## src/rtl/core/dq8_pkg.sv

```systemverilog
// Shared types and constants for the eight-entry byte deque.
// Used by dq8_ctrl and double_ended_queue_8; no dependencies.
package dq8_pkg;

  localparam int unsigned DQ8_DEPTH  = 8;
  localparam int unsigned DQ8_DATA_W = 8;
  localparam int unsigned DQ8_CMD_W  = 3;
  localparam int unsigned DQ8_STAT_W = 2;
  localparam int unsigned DQ8_FILL_W = 4;

  typedef enum logic [DQ8_CMD_W-1:0] {
    CMD_PUSH_FRONT = 3'd0,
    CMD_PUSH_BACK  = 3'd1,
    CMD_POP_FRONT  = 3'd2,
    CMD_POP_BACK   = 3'd3,
    CMD_CLEAR      = 3'd4
  } dq8_cmd_e;

  typedef enum logic [DQ8_STAT_W-1:0] {
    STAT_OK    = 2'd0,
    STAT_FULL  = 2'd1,
    STAT_EMPTY = 2'd2
  } dq8_status_e;

  typedef enum logic {
    DQ_IDLE = 1'b0,
    DQ_RESP = 1'b1
  } dq8_state_e;

  typedef struct packed {
    logic [DQ8_CMD_W-1:0]  command;
    logic [DQ8_DATA_W-1:0] data_in;
  } dq8_in_t;

  typedef struct packed {
    logic [DQ8_DATA_W-1:0] data_out;
    logic [DQ8_STAT_W-1:0] status;
    logic [DQ8_FILL_W-1:0] fill_count;
    logic                  is_empty;
    logic                  is_full;
  } dq8_out_t;

  // Result of one command, handed from the controller to the output stage.
  typedef struct packed {
    logic                  valid;
    logic                  pop_ok;
    logic [DQ8_STAT_W-1:0] status;
    logic [DQ8_FILL_W-1:0] fill_count;
    logic                  is_empty;
    logic                  is_full;
  } dq8_resp_t;

endpackage

```

## src/rtl/core/dq8_ram.sv

```systemverilog
// Generic single-write, single-read synchronous RAM with registered read data.
// No dependencies.
module dq8_ram #(
  parameter int unsigned WIDTH = 8,
  parameter int unsigned DEPTH = 8
) (
  input  logic                     clk_i,
  input  logic                     we_i,
  input  logic [$clog2(DEPTH)-1:0] waddr_i,
  input  logic [WIDTH-1:0]         wdata_i,
  input  logic                     re_i,
  input  logic [$clog2(DEPTH)-1:0] raddr_i,
  output logic [WIDTH-1:0]         rdata_o
);

  logic [WIDTH-1:0] mem_q [DEPTH];
  logic [WIDTH-1:0] rdata_q;

  always_ff @(posedge clk_i) begin
    if (we_i) begin
      mem_q[waddr_i] <= wdata_i;
    end
    if (re_i) begin
      rdata_q <= mem_q[raddr_i];
    end
  end

  assign rdata_o = rdata_q;

endmodule

```

## src/rtl/core/dq8_ctrl.sv

```systemverilog
// Deque controller: head pointer, entry count and the command sequencer that
// drives the slot RAM. Depends on dq8_pkg.
module dq8_ctrl #(
  parameter int unsigned DEPTH = dq8_pkg::DQ8_DEPTH
) (
  input  logic                          clk_i,
  input  logic                          rst_ni,
  input  logic                          in_fire_i,
  input  dq8_pkg::dq8_in_t              in_i,
  output logic                          mem_we_o,
  output logic [$clog2(DEPTH)-1:0]      mem_waddr_o,
  output logic [dq8_pkg::DQ8_DATA_W-1:0] mem_wdata_o,
  output logic                          mem_re_o,
  output logic [$clog2(DEPTH)-1:0]      mem_raddr_o,
  output dq8_pkg::dq8_resp_t            resp_o
);

  localparam int unsigned AW = $clog2(DEPTH);
  localparam int unsigned CW = $clog2(DEPTH + 1);
  localparam logic [AW:0]   DEPTH_W  = (AW + 1)'(DEPTH);
  localparam logic [AW-1:0] LAST_IDX = AW'(DEPTH - 1);
  localparam logic [CW-1:0] CNT_FULL = CW'(DEPTH);

  dq8_pkg::dq8_state_e state_q, state_d;
  logic [AW-1:0] head_q, head_d;
  logic [CW-1:0] count_q, count_d;
  logic                            pop_ok_q, pop_ok_d;
  logic [dq8_pkg::DQ8_STAT_W-1:0]  status_q, status_d;

  logic          full, empty;
  logic [AW-1:0] head_dec, head_inc, tail_idx, back_idx;
  logic [AW:0]   sum_tail, sum_back;

  assign full  = (count_q == CNT_FULL);
  assign empty = (count_q == '0);

  // Circular indexing over DEPTH slots, DEPTH need not be a power of two.
  assign head_dec = (head_q == '0) ? LAST_IDX : head_q - AW'(1);
  assign head_inc = (head_q == LAST_IDX) ? '0 : head_q + AW'(1);
  assign sum_tail = (AW + 1)'(head_q) + (AW + 1)'(count_q);
  assign sum_back = sum_tail - (AW + 1)'(1);
  assign tail_idx = (sum_tail >= DEPTH_W) ? AW'(sum_tail - DEPTH_W) : AW'(sum_tail);
  assign back_idx = (sum_back >= DEPTH_W) ? AW'(sum_back - DEPTH_W) : AW'(sum_back);

  always_ff @(posedge clk_i or negedge rst_ni) begin
    if (!rst_ni) begin
      state_q  <= dq8_pkg::DQ_IDLE;
      head_q   <= '0;
      count_q  <= '0;
      pop_ok_q <= 1'b0;
      status_q <= dq8_pkg::STAT_OK;
    end else begin
      state_q  <= state_d;
      head_q   <= head_d;
      count_q  <= count_d;
      pop_ok_q <= pop_ok_d;
      status_q <= status_d;
    end
  end

  always_comb begin
    state_d     = dq8_pkg::DQ_IDLE;
    head_d      = head_q;
    count_d     = count_q;
    pop_ok_d    = pop_ok_q;
    status_d    = status_q;
    mem_we_o    = 1'b0;
    mem_waddr_o = tail_idx;
    mem_wdata_o = in_i.data_in;
    mem_re_o    = 1'b0;
    mem_raddr_o = head_q;

    if (in_fire_i) begin
      state_d  = dq8_pkg::DQ_RESP;
      pop_ok_d = 1'b0;
      status_d = dq8_pkg::STAT_OK;
      case (dq8_pkg::dq8_cmd_e'(in_i.command))
        dq8_pkg::CMD_PUSH_FRONT: begin
          if (full) begin
            status_d = dq8_pkg::STAT_FULL;
          end else begin
            mem_we_o    = 1'b1;
            mem_waddr_o = head_dec;
            head_d      = head_dec;
            count_d     = count_q + CW'(1);
          end
        end
        dq8_pkg::CMD_PUSH_BACK: begin
          if (full) begin
            status_d = dq8_pkg::STAT_FULL;
          end else begin
            mem_we_o    = 1'b1;
            mem_waddr_o = tail_idx;
            count_d     = count_q + CW'(1);
          end
        end
        dq8_pkg::CMD_POP_FRONT: begin
          if (empty) begin
            status_d = dq8_pkg::STAT_EMPTY;
          end else begin
            mem_re_o    = 1'b1;
            mem_raddr_o = head_q;
            head_d      = head_inc;
            count_d     = count_q - CW'(1);
            pop_ok_d    = 1'b1;
          end
        end
        dq8_pkg::CMD_POP_BACK: begin
          if (empty) begin
            status_d = dq8_pkg::STAT_EMPTY;
          end else begin
            mem_re_o    = 1'b1;
            mem_raddr_o = back_idx;
            count_d     = count_q - CW'(1);
            pop_ok_d    = 1'b1;
          end
        end
        dq8_pkg::CMD_CLEAR: begin
          count_d = '0;
        end
        default: begin
        end
      endcase
    end
  end

  // count_q already holds the count after the command while in DQ_RESP.
  assign resp_o.valid      = (state_q == dq8_pkg::DQ_RESP);
  assign resp_o.pop_ok     = pop_ok_q;
  assign resp_o.status     = status_q;
  assign resp_o.fill_count = dq8_pkg::DQ8_FILL_W'(count_q);
  assign resp_o.is_empty   = empty;
  assign resp_o.is_full    = full;

endmodule

```

## src/rtl/core/double_ended_queue_8.sv

```systemverilog
// Byte deque of DEPTH entries (default eight) with push and pop at both ends
// and clear. Each command gives exactly one result: the popped byte (zero
// unless a pop succeeded), a status (ok, push refused because full, pop
// refused because empty), and the fill count and empty/full flags after the
// command. In the transfer cycle the controller updates the head pointer and
// entry count and issues at most one slot RAM access, and in the next cycle
// the registered RAM read data lands in the output register. A new command is
// not accepted while one is in flight, nor while a result sits in the output
// register and the consumer is stalling; an input transfer may complete while
// the output register is draining. Entries are kept in a circular buffer
// addressed from a head pointer, so push front and pop front move a pointer
// instead of shifting slots. fill_count carries the low four bits of the count.
// Depends on dq8_pkg, dq8_ctrl and dq8_ram.
module double_ended_queue_8 #(
  parameter int unsigned DEPTH = dq8_pkg::DQ8_DEPTH
) (
  input  logic               clk_i,
  input  logic               rst_ni,
  input  logic               in_valid_i,
  output logic               in_stall_o,
  input  dq8_pkg::dq8_in_t   in_i,
  output logic               out_valid_o,
  input  logic               out_stall_i,
  output dq8_pkg::dq8_out_t  out_o
);

  localparam int unsigned AW = $clog2(DEPTH);

  logic                           in_fire;
  logic                           mem_we, mem_re;
  logic [AW-1:0]                  mem_waddr, mem_raddr;
  logic [dq8_pkg::DQ8_DATA_W-1:0] mem_wdata, mem_rdata;
  dq8_pkg::dq8_resp_t             resp;

  logic              out_valid_q, out_valid_d;
  dq8_pkg::dq8_out_t out_q, out_d;

  // Hold off new commands while one is in flight, or while a finished
  // result sits in the output register and the consumer is stalling.
  assign in_stall_o = resp.valid | (out_valid_q & out_stall_i);
  assign in_fire    = in_valid_i & ~in_stall_o;

  dq8_ctrl #(
    .DEPTH(DEPTH)
  ) u_ctrl (
    .clk_i      (clk_i),
    .rst_ni     (rst_ni),
    .in_fire_i  (in_fire),
    .in_i       (in_i),
    .mem_we_o   (mem_we),
    .mem_waddr_o(mem_waddr),
    .mem_wdata_o(mem_wdata),
    .mem_re_o   (mem_re),
    .mem_raddr_o(mem_raddr),
    .resp_o     (resp)
  );

  dq8_ram #(
    .WIDTH(dq8_pkg::DQ8_DATA_W),
    .DEPTH(DEPTH)
  ) u_slots (
    .clk_i  (clk_i),
    .we_i   (mem_we),
    .waddr_i(mem_waddr),
    .wdata_i(mem_wdata),
    .re_i   (mem_re),
    .raddr_i(mem_raddr),
    .rdata_o(mem_rdata)
  );

  // Output register: load when a result arrives, drop once transferred.
  always_comb begin
    out_valid_d = out_valid_q;
    out_d       = out_q;
    if (out_valid_q && !out_stall_i) begin
      out_valid_d = 1'b0;
    end
    if (resp.valid) begin
      out_valid_d         = 1'b1;
      out_d.data_out      = resp.pop_ok ? mem_rdata : '0;
      out_d.status        = resp.status;
      out_d.fill_count    = resp.fill_count;
      out_d.is_empty      = resp.is_empty;
      out_d.is_full       = resp.is_full;
    end
  end

  always_ff @(posedge clk_i or negedge rst_ni) begin
    if (!rst_ni) begin
      out_valid_q <= 1'b0;
    end else begin
      out_valid_q <= out_valid_d;
    end
  end

  always_ff @(posedge clk_i) begin
    out_q <= out_d;
  end

  assign out_valid_o = out_valid_q;
  assign out_o       = out_q;

`ifndef SYNTHESIS
  // A result never lands on top of one that has not been transferred.
  a_no_overwrite: assert property (@(posedge clk_i) disable iff (!rst_ni)
    resp.valid |-> !out_valid_q)
    else $error("result loaded over a pending result");

  // Every accepted command produces its result in the following cycle.
  a_resp_follows: assert property (@(posedge clk_i) disable iff (!rst_ni)
    in_fire |=> (resp.valid && out_valid_d))
    else $error("accepted command produced no result");

  // A nonzero byte comes out only with an ok status (a successful pop).
  a_data_ok: assert property (@(posedge clk_i) disable iff (!rst_ni)
    (out_valid_q && out_q.data_out != '0) |-> (out_q.status == dq8_pkg::STAT_OK))
    else $error("data returned with error status");

  // Empty flag and fill count agree.
  a_empty_cnt: assert property (@(posedge clk_i) disable iff (!rst_ni)
    (out_valid_q && out_q.is_empty) |-> (out_q.fill_count == '0 && !out_q.is_full))
    else $error("empty flag disagrees with fill count");
`endif

endmodule
```

## config.mk

```make
export PLATFORM = sky130hd
export DESIGN_NAME = double_ended_queue_8
export DESIGN_NICKNAME = d
export VERILOG_FILES = /design/src/rtl/core/dq8_pkg.sv /design/src/rtl/core/dq8_ram.sv /design/src/rtl/core/dq8_ctrl.sv /design/src/rtl/core/double_ended_queue_8.sv
export SDC_FILE = /design/constraint.sdc
export NUM_CORES = 1
export LEC_CHECK = 0
export BUFFER_PORTS_ARGS = -buffer_cell sky130_fd_sc_hd__buf_4
export CAP_MARGIN = 20
export CORE_MARGIN = 4
export CORE_UTILIZATION = 42
export DETAILED_ROUTE_END_ITERATION = 8
export PLACE_DENSITY_LB_ADDON = 0.15
export SLEW_MARGIN = 25
export SYNTH_ARGS = -nofsm -noshare
export SYNTH_HDL_FRONTEND = slang
export SYNTH_SLANG_ARGS = --single-unit
```

## constraint.sdc

```tcl
create_clock -name clk_i -period 4.01 [get_ports clk_i]
set_input_delay 0.401 -clock clk_i [delete_from_list [all_inputs] [get_ports clk_i]]
set_output_delay 0.401 -clock clk_i [all_outputs]
set_load 0.01 [all_outputs]
```

# After elaboration in Yosys (flattened, before gate mapping)
# Memories as Yosys holds them, arrays and structs flattened. A register that Yosys moved wholly into a read port is not among the register bits.
# Index checks and enable logic that the tools add are counted.
[totals]
in_bits = 15
ff_bits = 28
mem_count = 1
output_inout_bits = 18
mem_bits_rw = 64
elab_cells = 78
[mem_list]
columns = ["memory", "words", "word_bits", "read_ports", "rd_ports_with_merged_regs", "wr", "line", "source"]
rows = [
  ["u_slots.mem_q", 8, 8, 1, 1, 1, "dq8_ram.sv:16", "logic [WIDTH-1:0] mem_q [DEPTH];"],
]
[op_classes]
add_sub_neg = 8
eq_ne = 10
reduce_logical = 12
muxes = 30
magnitude_cmp = 2
bitwise = 4
[op_table]
columns = ["op", "count"]
rows = [
  ["$mux 3", 12],
  ["$mux 1", 12],
  ["$pmux 4 s3", 1],
  ["$sub 3x1->3 const B", 3],
  ["$ge 4x4->1 const B", 2],
  ["$mux 4", 2],
  ["$ne 2x2->1 const B", 4],
  ["$reduce_and 4->1", 2],
  ["$sub 4x1->4 const B", 2],
  ["$eq 3x2->1 const B", 2],
  ["$eq 3x3->1 const B", 2],
  ["$logic_not 3->1", 2],
  ["$pmux 3 s2", 1],
  ["$add 3x4->4", 1],
  ["$add 4x1->4 const B", 1],
  ["$eq 4x4->1 const B", 1],
  ["$logic_not 4->1", 1],
  ["$pmux 2 s2", 1],
  ["$reduce_bool 2->1", 2],
  ["$reduce_or 2->1", 2],
  ["$add 3x1->3 const B", 1],
  ["$eq 3x1->1 const B", 1],
  ["$reduce_bool 3->1", 1],
  ["$and 1x1->1", 2],
  ["5 further kinds", 5],
]

# Depth between registers and ports, before layout
[logic_depth]
depth_word = 7
mapped_depth = 9
ltp_nobuf = 8

# Cells and area by module
# Synthesis repeated with hierarchy kept, for this count alone.
[unflattened]
cells_unflattened = 234
hier_area_um2 = 4284.1
[modules_own_cells]
columns = ["mod", "seq_area_each_um2", "area_each_um2", "instances", "cells_per_inst"]
rows = [
  ["dq8_ram", 2162.1, 2771.4, 1, 114],
  ["dq8_ctrl", 275.3, 930.9, 1, 91],
  ["double_ended_queue_8", 505.5, 581.8, 1, 29],
]

# Worst setup path after synthesis
# No wires, ideal clock.
[synth_path]
kind = "reg-to-reg"
start = "register u_ctrl.state_q"
end = "memory u_slots.mem_q[4][0] (enable)"
setup_time_ns = 0.383
path_stages_with_launch = 7
arrival_time_ns = 2.697
n_path_buf = 0
setup_slack_ns = 0.929
synth_period_minus_slack_ns = 3.081
path_cell_list = "dfrtp_1 -> nor2b_1 -> nand2_1 -> nor4_1 -> nor2b_1 -> mux2_2 -> nor3_1"
[synth_via]
elab_chain_cells = 6
word_cells_on_any_way = 7
[synth_lines]
columns = ["item", "line", "source"]
rows = [
  ["start: declaration", "dq8_ctrl.sv:24", "dq8_pkg::dq8_state_e state_q, state_d;"],
  ["start signal: assignment", "dq8_ctrl.sv:47", "state_q <= dq8_pkg::DQ_IDLE;"],
  ["start signal: assignment", "dq8_ctrl.sv:53", "state_q <= state_d;"],
  ["$or 1x1->1 (*)", "double_ended_queue_8.sv:40", "assign in_stall_o = resp.valid | (out_valid_q & out_stall_i);"],
  ["$not 1->1 (*)", "double_ended_queue_8.sv:41", "assign in_fire = in_valid_i & ~in_stall_o;"],
  ["$and 1x1->1 (*)", "double_ended_queue_8.sv:41", ""],
  ["$mux 1", "dq8_ctrl.sv:73", "if (in_fire_i) begin"],
  ["$mux 1", "dq8_ram.sv:20", "if (we_i) begin"],
  ["$mux 1 (implied by the code)", "dq8_ram.sv:21", "mem_q[waddr_i] <= wdata_i;"],
  ["end: declaration", "dq8_ram.sv:16", ""],
]
# Mark *: on every way between the ends. The rest lies on a longest branch, timed or not.

# Final worst setup path
[layout_path]
start = "register u_ctrl.state_q"
end = "memory u_slots.mem_q[4][2] (enable)"
# Same word-level chain as after synthesis.

==> impl_metrics.toml <==
[floorplanning]
effective_utilization_at_floorplan_pct = 43.5
floorplan.rows = 36
design.core.area_sq_mm = 0.00991
die_y_extent_um = 109
die_width_um = 109
floorplan.die_area_sq_mm = 0.0120
io_pins = 33

[placement]
dpl_cell_area_sq_mm = 0.00477
numPortBuffers = 32
globalplace.congestion = 0.818
dp.final_hpwl_um = 5580

[critical_path]
max_stage_delay_ns = 0.42
crit-reg2reg-launch = "u_ctrl.state_q$_DFF_PN0_"
slowest_stage = "sky130_fd_sc_hd__nor2b_1"
critPathRequiredTime_ns = 4.08
worstSetupEndpointType = "register"
worst-setup-path-type = "register to register"
cp_cell_sequence = "buf_4, nor2b_1, nand2_1, nor4_1, nor2b_1, mux2_2, nor3_1, buf_4"
cp_data_arrival_time_ns = 3.20
type_of_element_launching_the_critical_path = "register"
reg2regPathDepth = 8
reg2reg_to = "u_slots.mem_q[4][2]$_DFFE_PP_"
timing.critical_path.from = "u_ctrl.state_q$_DFF_PN0_"
crit_path_capture = "u_slots.mem_q[4][2]$_DFFE_PP_"
crit_path_max_fanout = 19
reg2reg_slack_ns = 0.89

[sta]
tns_ns = 0
timing.fmax_mhz = 320
layout_min_cycle_time_ns = 3.12
max_slew_margin_pct = 52.3
report.final.hold_viol_count = 0
worst_slew_pin_slew_ns = 0.714
rsz0062_at_grt = "false"
final.hold.worst_slack_ns = 0.267
clock-skew-final_ns = 0.0118
finalSetupViolCount = 0
slew_viol_final = 0
fin_crit_sh_pct = 77.9

[synth]
post-synth-top-count-cell = "sky130_fd_sc_hd__edfxtp_1"
synthTopCellsByArea = "sky130_fd_sc_hd__edfxtp_1, sky130_fd_sc_hd__mux2i_1, sky130_fd_sc_hd__dfrtp_1"
synth_common_cells = "sky130_fd_sc_hd__edfxtp_1, sky130_fd_sc_hd__mux2i_1, sky130_fd_sc_hd__nand2_1"
yosys_warnings = 0
yosys.cell_types.count = 34
synth.largest_area_cell = "sky130_fd_sc_hd__edfxtp_1"
synth_seq_area_share_pct = 68.2
synth_area_per_cell_sq_um = 16.1
ys_seq_elements = 100
synth_area_sq_mm = 0.00432
synthesis.nets = 293
syn-instance-count = 268
synth-edff-count = 88
synth_top_area_share_pct = 61.2
ys_dominant_reg_cell = "sky130_fd_sc_hd__edfxtp_1"
synth-async-reset-ratio_pct = 12.0

[layout]
syn_to_layout_area_delta_pct = 15.5
postLayoutCoreUtil_pct = 50.3
final_layout_size_suffix_gt1_share_pct = 23.5
final_cell_area_sq_mm = 0.00498
finalNetCount = 344
layout.filler_cells = 860
num_antenna_cells = 0

[drt]
vias = 2261
avgRoutedWirePerCell_um = 17.2
drcViolationCount = 0
finalWirelength_um = 7860
dr.pass1.iters = 4
antenna_left = 0
number_of_vias_per_cell = 4.95
first_iter_violations = 119

[global_routing]
use_met1_pct = 21.2
grt_max_degree = 20
gr-max-usage-layer = "met1"
global_route.usage.met2_pct = 20.2
grt_overflow_total = 0
grt_usage_pct = 14.3
grtUsageMet3_pct = 3.41
global_route_wire_length_before_repair_um = 12400
grt_antenna_before_repair = 0
grt_pass1_vias = 2215

[clock_tree]
cts.htree.levels = 3
cts_resized = 0
cts_buffer_depth = 2
path_clk_slew_ns = 0.10
clock_latency_ns = 0.37
tritoncts = "yes"
clock_buffer_count_from_cts = 9
cts-root-buf = "sky130_fd_sc_hd__clkbuf_8"
cts.sinks = 100

[pwr]
proportion_of_power_drawn_by_combinational_gates_pct = 34.5
share_clk_of_total_power_pct = 21.2
total_switching_power_mw = 1.02
internal-power_mw = 2.06
cellPowerDensity_mw_per_mm2 = 618
ir_drop_v = 0.000266
power.sequential.fraction_pct = 44.3
power_switching_share_pct = 33.2
leakage_nw = 2.00

[run_status]
outcome = "finished, final reports clean"

[run]
drv.max_cap_violation_count = 0

[min_path]
holdCritPathClass = "input port to register"
## per-layer routing
| metal | vias to the layer above | share of wire [%] |
|---|---|---|
| li1 | 1105 | - |
| met1 | 1108 | 50 |
| met2 | 39 | 45 |
| met3 | 9 | 3.7 |
| met4 | 0 | 1.3 |
| met5 | - | 0 |
## worst max-delay path: cells and delay by family (launching register included)
family / cells / cell delay, ns
buffers and inverters: 2 / 0.45
and+or+nand+nor: 5 / 1.59
DFF: 1 / 0.37
muxes: 1 / 0.42
## cell type report
| cell class | instances | area, sq um | area share [%] |
|---|---|---|---|
| inverter | 9 | 33.8 | 0.678 |
| clock inverter | 6 | 72.6 | 1.46 |
| sequential | 100 | 2940 | 59.1 |
| timing repair buffer | 45 | 340 | 6.83 |
| tap | 133 | 166 | 3.34 |
| multi-input combinational | 154 | 1300 | 26.1 |
| clock buffer | 10 | 128 | 2.56 |
## cells by family after synthesis
logic type | after synthesis | share of synthesized area, %
adders and majority gates | 10 | 3.25
buffers and inverters | 14 | 1.91
DFF | 100 | 68.2
AOI/OAI and AO/OA | 19 | 2.81
muxes | 64 | 15.3
xor gates and xnor gates | 7 | 1.59
and+or+nand+nor | 54 | 6.99
## stage by stage
| step | instances | worst slack [ns] | power, mW |
|---|---|---|---|
| 6_report | 457 | 0.888 | 3.08 |
| 5_1_grt | 457 | 0.706 | 3.30 |
| 4_1_cts | 457 | 0.877 | 3.12 |
| 3_5_place_dp | 440 | 0.885 | 2.47 |
| 3_3_place_gp | 440 | 0.901 | 2.46 |
| 2_1_floorplan | 268 | 0.929 | 2.20 |
## state kept, by name, indices dropped and copies added, names as in the netlist
name             count
u_ctrl.count_q       4
u_slots.rdata_o      8
out_valid_o          1
u_ctrl.head_q        3
u_slots.mem_q       64
out_o               16
u_ctrl.pop_ok_q      1
u_ctrl.status_q      2
u_ctrl.state_q       1
## timing repair
| item | in CTS | in global routing |
|---|---|---|
| buffers inserted | 0 | 0 |
| hold buffers | 1 | 0 |
| endpoints found under the hold margin | 12 | 0 |
| endpoints found under the setup margin | 0 | 0 |
## cells in the final DEF (no fill, tap or decap), types with 2 or more instances in the layout
cell / n
sky130_fd_sc_hd__edfxtp_1: 88
sky130_fd_sc_hd__mux2i_1: 52
sky130_fd_sc_hd__buf_4: 44
sky130_fd_sc_hd__nand2_1: 13
sky130_fd_sc_hd__dfrtp_1: 12
sky130_fd_sc_hd__mux2_2: 11
sky130_fd_sc_hd__nor3_1: 11
sky130_fd_sc_hd__inv_1: 9
sky130_fd_sc_hd__and2_1: 9
sky130_fd_sc_hd__clkbuf_8: 9
sky130_fd_sc_hd__o21ai_0: 8
sky130_fd_sc_hd__ha_1: 8
sky130_fd_sc_hd__nor2_1: 7
sky130_fd_sc_hd__a21oi_1: 5
sky130_fd_sc_hd__xor2_1: 4
sky130_fd_sc_hd__nor2b_1: 3
sky130_fd_sc_hd__nand2b_1: 3
sky130_fd_sc_hd__clkinvlp_4: 3
sky130_fd_sc_hd__xnor2_1: 2
sky130_fd_sc_hd__a21o_1: 2
sky130_fd_sc_hd__fa_1: 2
## power groups by stage
stage	Combinational [mW]	Clock (mW)	Sequential, mW
floorplan	0.815	0	1.38
global placement	1.07	0	1.39
detailed placement	1.07	0	1.39
CTS	1.08	0.666	1.37
global route	1.19	0.724	1.38
finish	1.06	0.652	1.37
## worst min path at each step
stage	start	endpoint	cells after the start
CTS	in_i[1]	u_slots.mem_q[5][1]$_DFFE_PP_	1
floorplan	rst_ni	out_valid_o$_DFFE_PN0P_	0
finish	in_i[1]	u_slots.mem_q[1][1]$_DFFE_PP_	1
global placement	rst_ni	u_ctrl.head_q[2]$_DFFE_PN0P_	1
detailed placement	rst_ni	u_ctrl.head_q[2]$_DFFE_PN0P_	1
global route	in_i[1]	u_slots.mem_q[5][1]$_DFFE_PP_	1
Note: power is estimated with default switching activity, not from simulation.
